$ cat src/hw/rtl/uer_pkg.sv
// Shared types and constants of the echo ranger
`timescale 1ns / 1ps
package uer_pkg;

  localparam int unsigned MAX_LANES  = 4;
  localparam int unsigned WIDTH_W    = 10;
  localparam int unsigned LOW_W      = 16;
  localparam int unsigned CFG_IDX_W  = 3;
  localparam int unsigned CFG_DATA_W = 16;
  localparam int unsigned COUNT_W    = 3;

  localparam logic [LOW_W-1:0]   PERIOD_RST = 16'd1000;
  localparam logic [LOW_W-1:0]   LOW_MAX    = 16'hFFFF;
  localparam logic [WIDTH_W-1:0] WIDTH_RST  = 10'd600;
  localparam logic [COUNT_W-1:0] COUNT_RST  = 3'd4;

  localparam logic [CFG_IDX_W-1:0] REG_ENABLE   = 3'd0;
  localparam logic [CFG_IDX_W-1:0] REG_COUNT    = 3'd1;
  localparam logic [CFG_IDX_W-1:0] REG_PERIOD_0 = 3'd2;

  typedef struct packed {
    logic [MAX_LANES-1:0] echo_levels;
  } in_item_t;

  typedef struct packed {
    logic [MAX_LANES-1:0] trigger_mask;
    logic [MAX_LANES-1:0] latched_mask;
    logic [WIDTH_W-1:0]   width_0;
    logic [WIDTH_W-1:0]   width_1;
    logic [WIDTH_W-1:0]   width_2;
    logic [WIDTH_W-1:0]   width_3;
  } out_item_t;

  typedef struct packed {
    logic             step;
    logic             clear;
    logic             level;
    logic [LOW_W-1:0] period;
  } lane_ctl_t;

  typedef struct packed {
    logic               latched;
    logic [WIDTH_W-1:0] width;
  } lane_res_t;

endpackage

$ cat src/hw/rtl/uer_stream_if.sv
// Valid/ready stream interface carrying one request payload
`timescale 1ns / 1ps
interface uer_stream_if #(
  parameter type payload_t = logic
) ();
  logic     valid;
  logic     ready;
  payload_t payload;

  modport source (output valid, output payload, input ready);
  modport sink (input valid, input payload, output ready);
endinterface

$ cat src/hw/rtl/uer_lane.sv
// One sensor lane: high and low tick counters, edge detect and width latch
`timescale 1ns / 1ps
module uer_lane #(
  parameter int unsigned HIGH_LIMIT = 600
) (
  input  logic              clk_i,
  input  logic              rst_ni,
  input  uer_pkg::lane_ctl_t ctl_i,
  output logic              cand_o,
  input  logic              grant_i,
  output uer_pkg::lane_res_t res_o
);

  localparam int unsigned HiW = uer_pkg::WIDTH_W + 1;
  localparam logic [HiW-1:0] LimitExt = HiW'(HIGH_LIMIT);

  logic                       level_q, level_d;
  logic [uer_pkg::WIDTH_W-1:0] high_q, high_d;
  logic [uer_pkg::LOW_W-1:0]   low_q, low_d;
  logic [uer_pkg::WIDTH_W-1:0] width_q, width_d;
  logic [HiW-1:0]              hi_inc;
  logic [uer_pkg::LOW_W-1:0]   lo_inc;
  logic [uer_pkg::WIDTH_W-1:0] hi_sat;
  logic                        flag;

  always_comb begin
    hi_inc = {1'b0, high_q} + HiW'(ctl_i.level);
    lo_inc = (!ctl_i.level && (low_q != uer_pkg::LOW_MAX)) ? low_q + 16'd1 : low_q;
    cand_o = ctl_i.step && (lo_inc > ctl_i.period);

    level_d = level_q;
    high_d  = high_q;
    low_d   = low_q;
    width_d = width_q;
    flag    = 1'b0;
    hi_sat  = hi_inc[uer_pkg::WIDTH_W-1:0];

    if (ctl_i.clear) begin
      level_d = 1'b0;
      high_d  = '0;
      low_d   = ctl_i.period;
    end else if (ctl_i.step) begin
      low_d = grant_i ? '0 : lo_inc;
      if (hi_inc > LimitExt) begin
        hi_sat  = LimitExt[uer_pkg::WIDTH_W-1:0];
        width_d = LimitExt[uer_pkg::WIDTH_W-1:0];
        flag    = 1'b1;
      end
      high_d = hi_sat;
      if (level_q != ctl_i.level) begin
        if (ctl_i.level) begin
          high_d = 10'd1;
          low_d  = '0;
        end else begin
          width_d = hi_sat;
          low_d   = 16'd1;
          flag    = 1'b1;
        end
      end
      level_d = ctl_i.level;
    end

    res_o.latched = flag;
    res_o.width   = width_d;
  end

  always_ff @(posedge clk_i or negedge rst_ni) begin
    if (!rst_ni) begin
      level_q <= 1'b0;
      high_q  <= '0;
      low_q   <= uer_pkg::PERIOD_RST;
      width_q <= uer_pkg::WIDTH_RST;
    end else begin
      level_q <= level_d;
      high_q  <= high_d;
      low_q   <= low_d;
      width_q <= width_d;
    end
  end

endmodule

$ cat src/hw/rtl/uer_merge.sv
// Merge stage: trigger arbitration across lanes and result assembly
`timescale 1ns / 1ps
module uer_merge #(
  parameter int unsigned NUM_LANES = 4
) (
  input  logic [NUM_LANES-1:0] cand_i,
  output logic [NUM_LANES-1:0] grant_o,
  input  uer_pkg::lane_res_t   res_i [NUM_LANES],
  output uer_pkg::out_item_t   item_o
);

  logic                                               taken;
  logic [uer_pkg::MAX_LANES-1:0]                      trig;
  logic [uer_pkg::MAX_LANES-1:0]                      lat;
  logic [uer_pkg::MAX_LANES-1:0][uer_pkg::WIDTH_W-1:0] widths;

  // highest-numbered candidate wins
  always_comb begin
    taken = 1'b0;
    for (int j = NUM_LANES - 1; j >= 0; j--) begin
      grant_o[j] = cand_i[j] && !taken;
      taken      = taken || cand_i[j];
    end
  end

  always_comb begin
    trig   = '0;
    lat    = '0;
    widths = '0;
    for (int j = 0; j < NUM_LANES; j++) begin
      trig[j]   = grant_o[j];
      lat[j]    = res_i[j].latched;
      widths[j] = res_i[j].width;
    end
    item_o.trigger_mask = trig;
    item_o.latched_mask = lat;
    item_o.width_0      = widths[0];
    item_o.width_1      = widths[1];
    item_o.width_2      = widths[2];
    item_o.width_3      = widths[3];
  end

endmodule

$ cat src/hw/rtl/ultrasonic_echo_ranger_core.sv
// Echo ranger top level: configuration, sensor lanes, merge and output buffering
// A result is registered into the output register, or into the skid register while the output stalls.
// Throughput: one tick per cycle while the skid register is empty; the enabled lanes update in parallel.
// An output register plus one skid register keep the input open while one result waits.
// Reset: enable mask 0, sensor count 4, periods 1000, low counts 1000, widths 600.
`timescale 1ns / 1ps
module ultrasonic_echo_ranger_core #(
  parameter int unsigned SENSOR_LANES = 4,
  parameter int unsigned HIGH_LIMIT   = 600
) (
  input  logic                             clk_i,
  input  logic                             rst_ni,
  input  logic                             cfg_we_i,
  input  logic [uer_pkg::CFG_IDX_W-1:0]    cfg_idx_i,
  input  logic [uer_pkg::CFG_DATA_W-1:0]   cfg_wdata_i,
  uer_stream_if.sink                       echo_i,
  uer_stream_if.source                     result_o
);

  localparam int unsigned NumLanes =
    (SENSOR_LANES < uer_pkg::MAX_LANES) ? SENSOR_LANES : uer_pkg::MAX_LANES;

  logic [uer_pkg::MAX_LANES-1:0] enable_q;
  logic [uer_pkg::COUNT_W-1:0]   count_q;
  logic [uer_pkg::LOW_W-1:0]     period_q [NumLanes];
  logic [uer_pkg::MAX_LANES-1:0] clear_vec;

  uer_pkg::lane_ctl_t ctl [NumLanes];
  uer_pkg::lane_res_t res [NumLanes];
  logic [NumLanes-1:0] cand;
  logic [NumLanes-1:0] grant;
  uer_pkg::out_item_t  item;

  uer_pkg::out_item_t out_q, skid_q;
  logic               out_valid_q, skid_valid_q;
  logic               in_fire, out_fire;

  assign in_fire  = echo_i.valid && echo_i.ready;
  assign out_fire = out_valid_q && result_o.ready;

  assign clear_vec = (cfg_we_i && (cfg_idx_i == uer_pkg::REG_ENABLE))
                   ? (cfg_wdata_i[uer_pkg::MAX_LANES-1:0] ^ enable_q) : '0;

  always_ff @(posedge clk_i or negedge rst_ni) begin
    if (!rst_ni) begin
      enable_q <= '0;
      count_q  <= uer_pkg::COUNT_RST;
      for (int i = 0; i < NumLanes; i++) begin
        period_q[i] <= uer_pkg::PERIOD_RST;
      end
    end else if (cfg_we_i) begin
      if (cfg_idx_i == uer_pkg::REG_ENABLE) begin
        enable_q <= cfg_wdata_i[uer_pkg::MAX_LANES-1:0];
      end
      if (cfg_idx_i == uer_pkg::REG_COUNT) begin
        count_q <= cfg_wdata_i[uer_pkg::COUNT_W-1:0];
      end
      for (int i = 0; i < NumLanes; i++) begin
        if (cfg_idx_i == uer_pkg::REG_PERIOD_0 + uer_pkg::CFG_IDX_W'(i)) begin
          period_q[i] <= cfg_wdata_i[uer_pkg::LOW_W-1:0];
        end
      end
    end
  end

  for (genvar g = 0; g < NumLanes; g++) begin : g_lane
    assign ctl[g].step   = in_fire && enable_q[g] && (uer_pkg::COUNT_W'(g) < count_q);
    assign ctl[g].clear  = clear_vec[g];
    assign ctl[g].level  = echo_i.payload.echo_levels[g];
    assign ctl[g].period = period_q[g];

    uer_lane #(
      .HIGH_LIMIT(HIGH_LIMIT)
    ) u_lane (
      .clk_i  (clk_i),
      .rst_ni (rst_ni),
      .ctl_i  (ctl[g]),
      .cand_o (cand[g]),
      .grant_i(grant[g]),
      .res_o  (res[g])
    );
  end

  uer_merge #(
    .NUM_LANES(NumLanes)
  ) u_merge (
    .cand_i (cand),
    .grant_o(grant),
    .res_i  (res),
    .item_o (item)
  );

  // output register with one skid entry
  always_ff @(posedge clk_i or negedge rst_ni) begin
    if (!rst_ni) begin
      out_valid_q  <= 1'b0;
      skid_valid_q <= 1'b0;
    end else if (skid_valid_q) begin
      if (out_fire) begin
        skid_valid_q <= 1'b0;
      end
    end else if (in_fire) begin
      if (!out_valid_q || out_fire) begin
        out_valid_q <= 1'b1;
      end else begin
        skid_valid_q <= 1'b1;
      end
    end else if (out_fire) begin
      out_valid_q <= 1'b0;
    end
  end

  always_ff @(posedge clk_i) begin
    if (skid_valid_q) begin
      if (out_fire) begin
        out_q <= skid_q;
      end
    end else if (in_fire) begin
      if (!out_valid_q || out_fire) begin
        out_q <= item;
      end else begin
        skid_q <= item;
      end
    end
  end

  assign echo_i.ready     = !skid_valid_q;
  assign result_o.valid   = out_valid_q;
  assign result_o.payload = out_q;

endmodule

$ cat src/flat_wrapper.sv
// flat-port wrapper written by rule: the top's interface ports become plain ports
module ultrasonic_echo_ranger_core_flat 
#(
  parameter int unsigned SENSOR_LANES = 4,
  parameter int unsigned HIGH_LIMIT   = 600
)
  (clk_i, rst_ni, cfg_we_i, cfg_idx_i, cfg_wdata_i, echo_i_valid, echo_i_payload, echo_i_ready, result_o_valid, result_o_payload, result_o_ready);
  uer_stream_if #(.payload_t(uer_pkg::in_item_t)) echo_i_i ();
  uer_stream_if #(.payload_t(uer_pkg::out_item_t)) result_o_i ();
  input  logic clk_i;
  input  logic rst_ni;
  input  logic cfg_we_i;
  input  logic [uer_pkg::CFG_IDX_W-1:0] cfg_idx_i;
  input  logic [uer_pkg::CFG_DATA_W-1:0] cfg_wdata_i;
  input wire logic [$bits(echo_i_i.valid)-1:0] echo_i_valid;
  input wire logic [$bits(echo_i_i.payload)-1:0] echo_i_payload;
  output wire logic [$bits(echo_i_i.ready)-1:0] echo_i_ready;
  output wire logic [$bits(result_o_i.valid)-1:0] result_o_valid;
  output wire logic [$bits(result_o_i.payload)-1:0] result_o_payload;
  input wire logic [$bits(result_o_i.ready)-1:0] result_o_ready;
  assign echo_i_i.valid = echo_i_valid;
  assign echo_i_i.payload = echo_i_payload;
  assign echo_i_ready = echo_i_i.ready;
  assign result_o_valid = result_o_i.valid;
  assign result_o_payload = result_o_i.payload;
  assign result_o_i.ready = result_o_ready;
  ultrasonic_echo_ranger_core #(.SENSOR_LANES(SENSOR_LANES), .HIGH_LIMIT(HIGH_LIMIT)) u_core (.clk_i(clk_i), .rst_ni(rst_ni), .cfg_we_i(cfg_we_i), .cfg_idx_i(cfg_idx_i), .cfg_wdata_i(cfg_wdata_i), .echo_i(echo_i_i), .result_o(result_o_i));
endmodule
$ cat config.mk
export PLATFORM = sky130hd
export DESIGN_NAME = ultrasonic_echo_ranger_core_flat
export DESIGN_NICKNAME = d
export VERILOG_FILES = /design/src/hw/rtl/uer_pkg.sv /design/src/hw/rtl/uer_stream_if.sv /design/src/hw/rtl/uer_lane.sv /design/src/hw/rtl/uer_merge.sv /design/src/hw/rtl/ultrasonic_echo_ranger_core.sv /design/src/flat_wrapper.sv
export SDC_FILE = /design/constraint.sdc
export NUM_CORES = 1
export LEC_CHECK = 0
export ABC_AREA = 1
export CAP_MARGIN = 5
export CORE_MARGIN = 1
export CORE_UTILIZATION = 58
export DETAILED_ROUTE_END_ITERATION = 8
export DONT_BUFFER_PORTS = 1
export PLACE_DENSITY = 0.76
export SYNTH_ARGS = -nofsm -noshare
export SYNTH_HDL_FRONTEND = slang
export SYNTH_SLANG_ARGS = --single-unit
export TNS_END_PERCENT = 1
$ cat constraint.sdc
create_clock -name clk_i -period 3.8 [get_ports clk_i]
set_input_delay 0.57 -clock clk_i [delete_from_list [all_inputs] [get_ports clk_i]]
set_output_delay 0.57 -clock clk_i [all_outputs]
set_load 0.01 [all_outputs]
==> flow_summary.ini <==
[route]
num_vias = 14100
wl_per_cell_um = 16.5
wl_mm = 41.8
avgViaCountPerCell = 5.57
drt_first_iter_violations = 1118
final_antenna_net_count = 0
dr.pass1.iters = 6
route.detailed.drc = 0

[run]
maxCapViolations = 0

[placed_design]
gp_congestion = 0.928
dp_cells = 2473
dp_hpwl_mm = 29.0
port_buffers = 0

[clock_network]
clockBufferDepth = 3
clk_latency_ns = 0.53
tritoncts = yes
cts.sinks = 317
post_cts_buffers = 0
h-tree-depth = 2
cts_inserted_buffers = 35
clk_pin_slew_ns = 0.06
root_buffer = clkbuf_16

[synthesis]
synth_seq_cells = 317
synth_flop_cell = dfrtp_1
synthCells = 2123
synth_edf_count = 96
synthDistinctLibCells = 54
synth.avg_cell_area_sq_um = 8.33
synth_area_sq_mm = 0.0177
syn_nets = 2227
ys_seq_area_frac = 0.480
yosysTopAreaCell = dfrtp_1
synth_top_area_frac = 0.221
async_flop_share = 0.697
yosys_warnings = 0
synth.top_cells.by_area = dfrtp_1 22%, edfxtp_1 16%, nand2_1 12%, dfstp_2 9.7%, inv_1 7.1%

[power]
p_leak_nw = 9.26
seqPwrFrac = 0.422
power.density_mw_per_mm2 = 731
netSwitchingFraction = 0.386
power_switching_w = 0.00542
p_int_w = 0.00860
peakVddDrop_mv = 0.451
pwr-share-comb = 0.338
p_clk_frac = 0.240

[global_route]
first_global_vias = 13700
grt_first_pass_wirelength_mm = 68.3
grt_max_degree = 222
antenna_found_initial = 0
overflow = 0
grt_use_total = 0.274

[floorplanning]
pin_count = 78
initial_core_util = 0.594
fp.dieH_um = 177
num_rows = 63
dieArea_sq_mm = 0.0312
core_sq_mm = 0.0298
die_w_um = 177

[layout]
drive_above_1_share = 0.117
fillerInstances = 2489
nNetsFinal = 2224
finalNonFillerCells = 2537
area_delta_synth_final_pct = 8.51
insertedDiodeCount = 0
utilization = 0.644

[timing]
setup_viol = 0
slew_headroom = 0.262
drv_slew = 0
skew_ns = 0.0242
fin_crit_sh = 0.913
worst_slew_pin_slew_ns = 1.10
hold_viol = 162
tns_ns = 0
fmax_mhz = 288
worst_hold_slack_ns = -0.240
period_minus_slack_ns = 3.47

[setup_path]
worst_setup_path_start_kind = flop
regToRegEndpoint = u_core.result_o.payload[44]$_DFFE_PP_
worstSetupPathType = reg -> reg
worst-path-max-fanout = 16
critPathBufInv = 5
reg2reg_from = u_core.g_lane[1].u_lane.low_q[6]$_DFFE_PN1P_
cp-end-kind = flop
cp_common_cell = nand2_1
reg2reg_slack_ns = 0.33
crit_path_top_delay_cell = dfstp_2
cpLargestDelayFamily = simple AND/OR/NAND/NOR gates
ff2ff_path_depth = 22
critPathMaxStageDelay_ns = 0.56
path_cells = nand2_1 > nor3_2 > nand3_1 > nand2_2 > inv_2 > nand2_2 > inv_2 > nand2_1 > xor2_1 > inv_1 > ha_1 > nand2_1 > nor3_1 > nand3_1 > inv_1 > nand2_1 > nand2_1 > nand2_1 > nand3b_1 > inv_1 > nand2_4 > nand2_1
critPathRequiredTime_ns = 4.08
cp.arrival_ns = 3.75

[hold_path]
hp-class = in -> async

[outcome]
violations = negative hold slack
status = finished with violations
-- sequential cells by signal, summed over array words and instances (netlist names) --
name / cells
u_core.result_o.valid: 1
u_core.g_lane.u_lane.high_q: 40
u_core.g_lane.u_lane.low_q: 64
u_core.g_lane.u_lane.level_q: 4
u_core.enable_q: 4
u_core.skid_q: 48
u_core.g_lane.u_lane.width_q: 40
u_core.ctl: 64
u_core.result_o.payload: 48
u_core.count_q: 3
u_core.skid_valid_q: 1
-- kinds of logic after synthesis --
family / count (synthesis) / synth area share
and+or+nand+nor: 984 / 0.251
AOI/OAI and AO/OA: 279 / 0.0917
adders and majority gates: 76 / 0.0538
DFF: 317 / 0.480
buffers and inverters: 401 / 0.0900
xor gates and xnor gates: 66 / 0.0331
-- power groups by stage --
| stage | Sequential, W | Clock [W] | Combinational [W] |
|---|---|---|---|
| final | 0.00591 | 0.00337 | 0.00474 |
| after global routing | 0.00605 | 0.00355 | 0.00542 |
| after CTS | 0.00590 | 0.00342 | 0.00471 |
| after detailed placement | 0.00594 | 0 | 0.00467 |
| after global placement | 0.00590 | 0 | 0.00447 |
| after floorplan | 0.00573 | 0 | 0.00364 |
-- Yosys cell counts, types with 11 or more instances --
library cell / n
nand2_1: 551
a21oi_1: 53
dfstp_2: 65
o22ai_1: 44
nand2_2: 30
nor3_1: 23
o211ai_1: 12
nor2_1: 118
ha_1: 76
edfxtp_1: 96
inv_2: 13
clkbuf_1: 31
nand4_1: 24
inv_1: 334
dfrtp_1: 156
nand2_4: 12
xor2_1: 65
nand3_1: 166
o21ai_0: 136
nand3b_1: 11
-- through the flow --
step | cell area (sq um) | hold slack [ns] | setup WS, ns | power, W
2_1_floorplan | 17700 | 0.274 | 0.145 | 0.00937
3_3_place_gp | 18000 | 0.286 | 0.300 | 0.0104
3_5_place_dp | 18000 | 0.288 | 0.213 | 0.0106
4_1_cts | 19200 | -0.268 | 0.200 | 0.0140
5_1_grt | 19200 | -0.265 | -0.0140 | 0.0150
6_report | 19200 | -0.240 | 0.330 | 0.0140
-- layout make-up --
| class | count | area [sq um] | area share |
|---|---|---|---|
| Sequential cell | 317 | 8500 | 0.443 |
| Multi-Input combinational cell | 1405 | 7640 | 0.398 |
| Inverter | 350 | 1320 | 0.0687 |
| Clock buffer | 44 | 1000 | 0.0521 |
| Tap cell | 390 | 488 | 0.0254 |
| Clock inverter | 20 | 154 | 0.00802 |
| Timing Repair Buffer | 11 | 95.1 | 0.00495 |
-- worst max path at each step --
stage                                                 startpoint                                     to  slack (ns)  cells past startpoint
detailed placement  u_core.g_lane[1].u_lane.low_q[6]$_DFFE_PN1P_  u_core.result_o.payload[45]$_DFFE_PP_        0.21                     17
floorplan                          u_core.skid_valid_q$_DFF_PN0_   u_core.result_o.payload[0]$_DFFE_PP_        0.14                      4
global placement    u_core.g_lane[1].u_lane.low_q[6]$_DFFE_PN1P_  u_core.result_o.payload[45]$_DFFE_PP_        0.30                     17
CTS                 u_core.g_lane[1].u_lane.low_q[6]$_DFFE_PN1P_  u_core.result_o.payload[45]$_DFFE_PP_        0.20                     17
finish              u_core.g_lane[1].u_lane.low_q[6]$_DFFE_PN1P_  u_core.result_o.payload[44]$_DFFE_PP_        0.33                     22
global route        u_core.g_lane[1].u_lane.low_q[6]$_DFFE_PN1P_  u_core.result_o.payload[44]$_DFFE_PP_       -0.01                     22
-- per-layer routing --
| layer | track usage | routed length, um | vias up | part of all wire |
|---|---|---|---|---|
| li1 | - | - | 6858 | - |
| met1 | 0.388 | 19000 | 6767 | 0.46 |
| met2 | 0.437 | 19300 | 435 | 0.46 |
| met3 | 0.0415 | 2570 | 75 | 0.061 |
| met4 | 0.0744 | 845 | 0 | 0.020 |
| met5 | 0 | 0 | - | 0 |
-- repair_timing --
action | CTS | global route
hold endpoints to repair | 221 | 175
gates resized for setup | 0 | 4
endpoints found under the setup margin | 0 | 50
-- layout by cell type, fill, tap and decap left out, drive strengths merged --
cell type  synthesis  routed
a211oi             1       1
a21boi             4       4
a21oi             55      55
a221oi             1       1
a311oi             1       1
a31oi              3       3
a41oi              1       1
and2               5       5
buf               20      11
bufinv             0       1
clkbuf            31      44
clkinv             3      17
clkinvlp           0       4
dfrtp            156     156
dfstp             65      65
edfxtp            96      96
ha                76      76
inv              347     348
nand2            593     593
nand3            171     171
nand3b            11      11
nand4             25      25
nor2             136     136
nor3              32      32
nor4               4       4
o211ai            13      13
o21a               2       2
o21ai            138     138
o21bai             9       9
o221ai             5       5
o22ai             45      45
o31ai              1       1
or2                7       7
xor2              66      66
No activity file was read; power rests on OpenSTA's default activity.
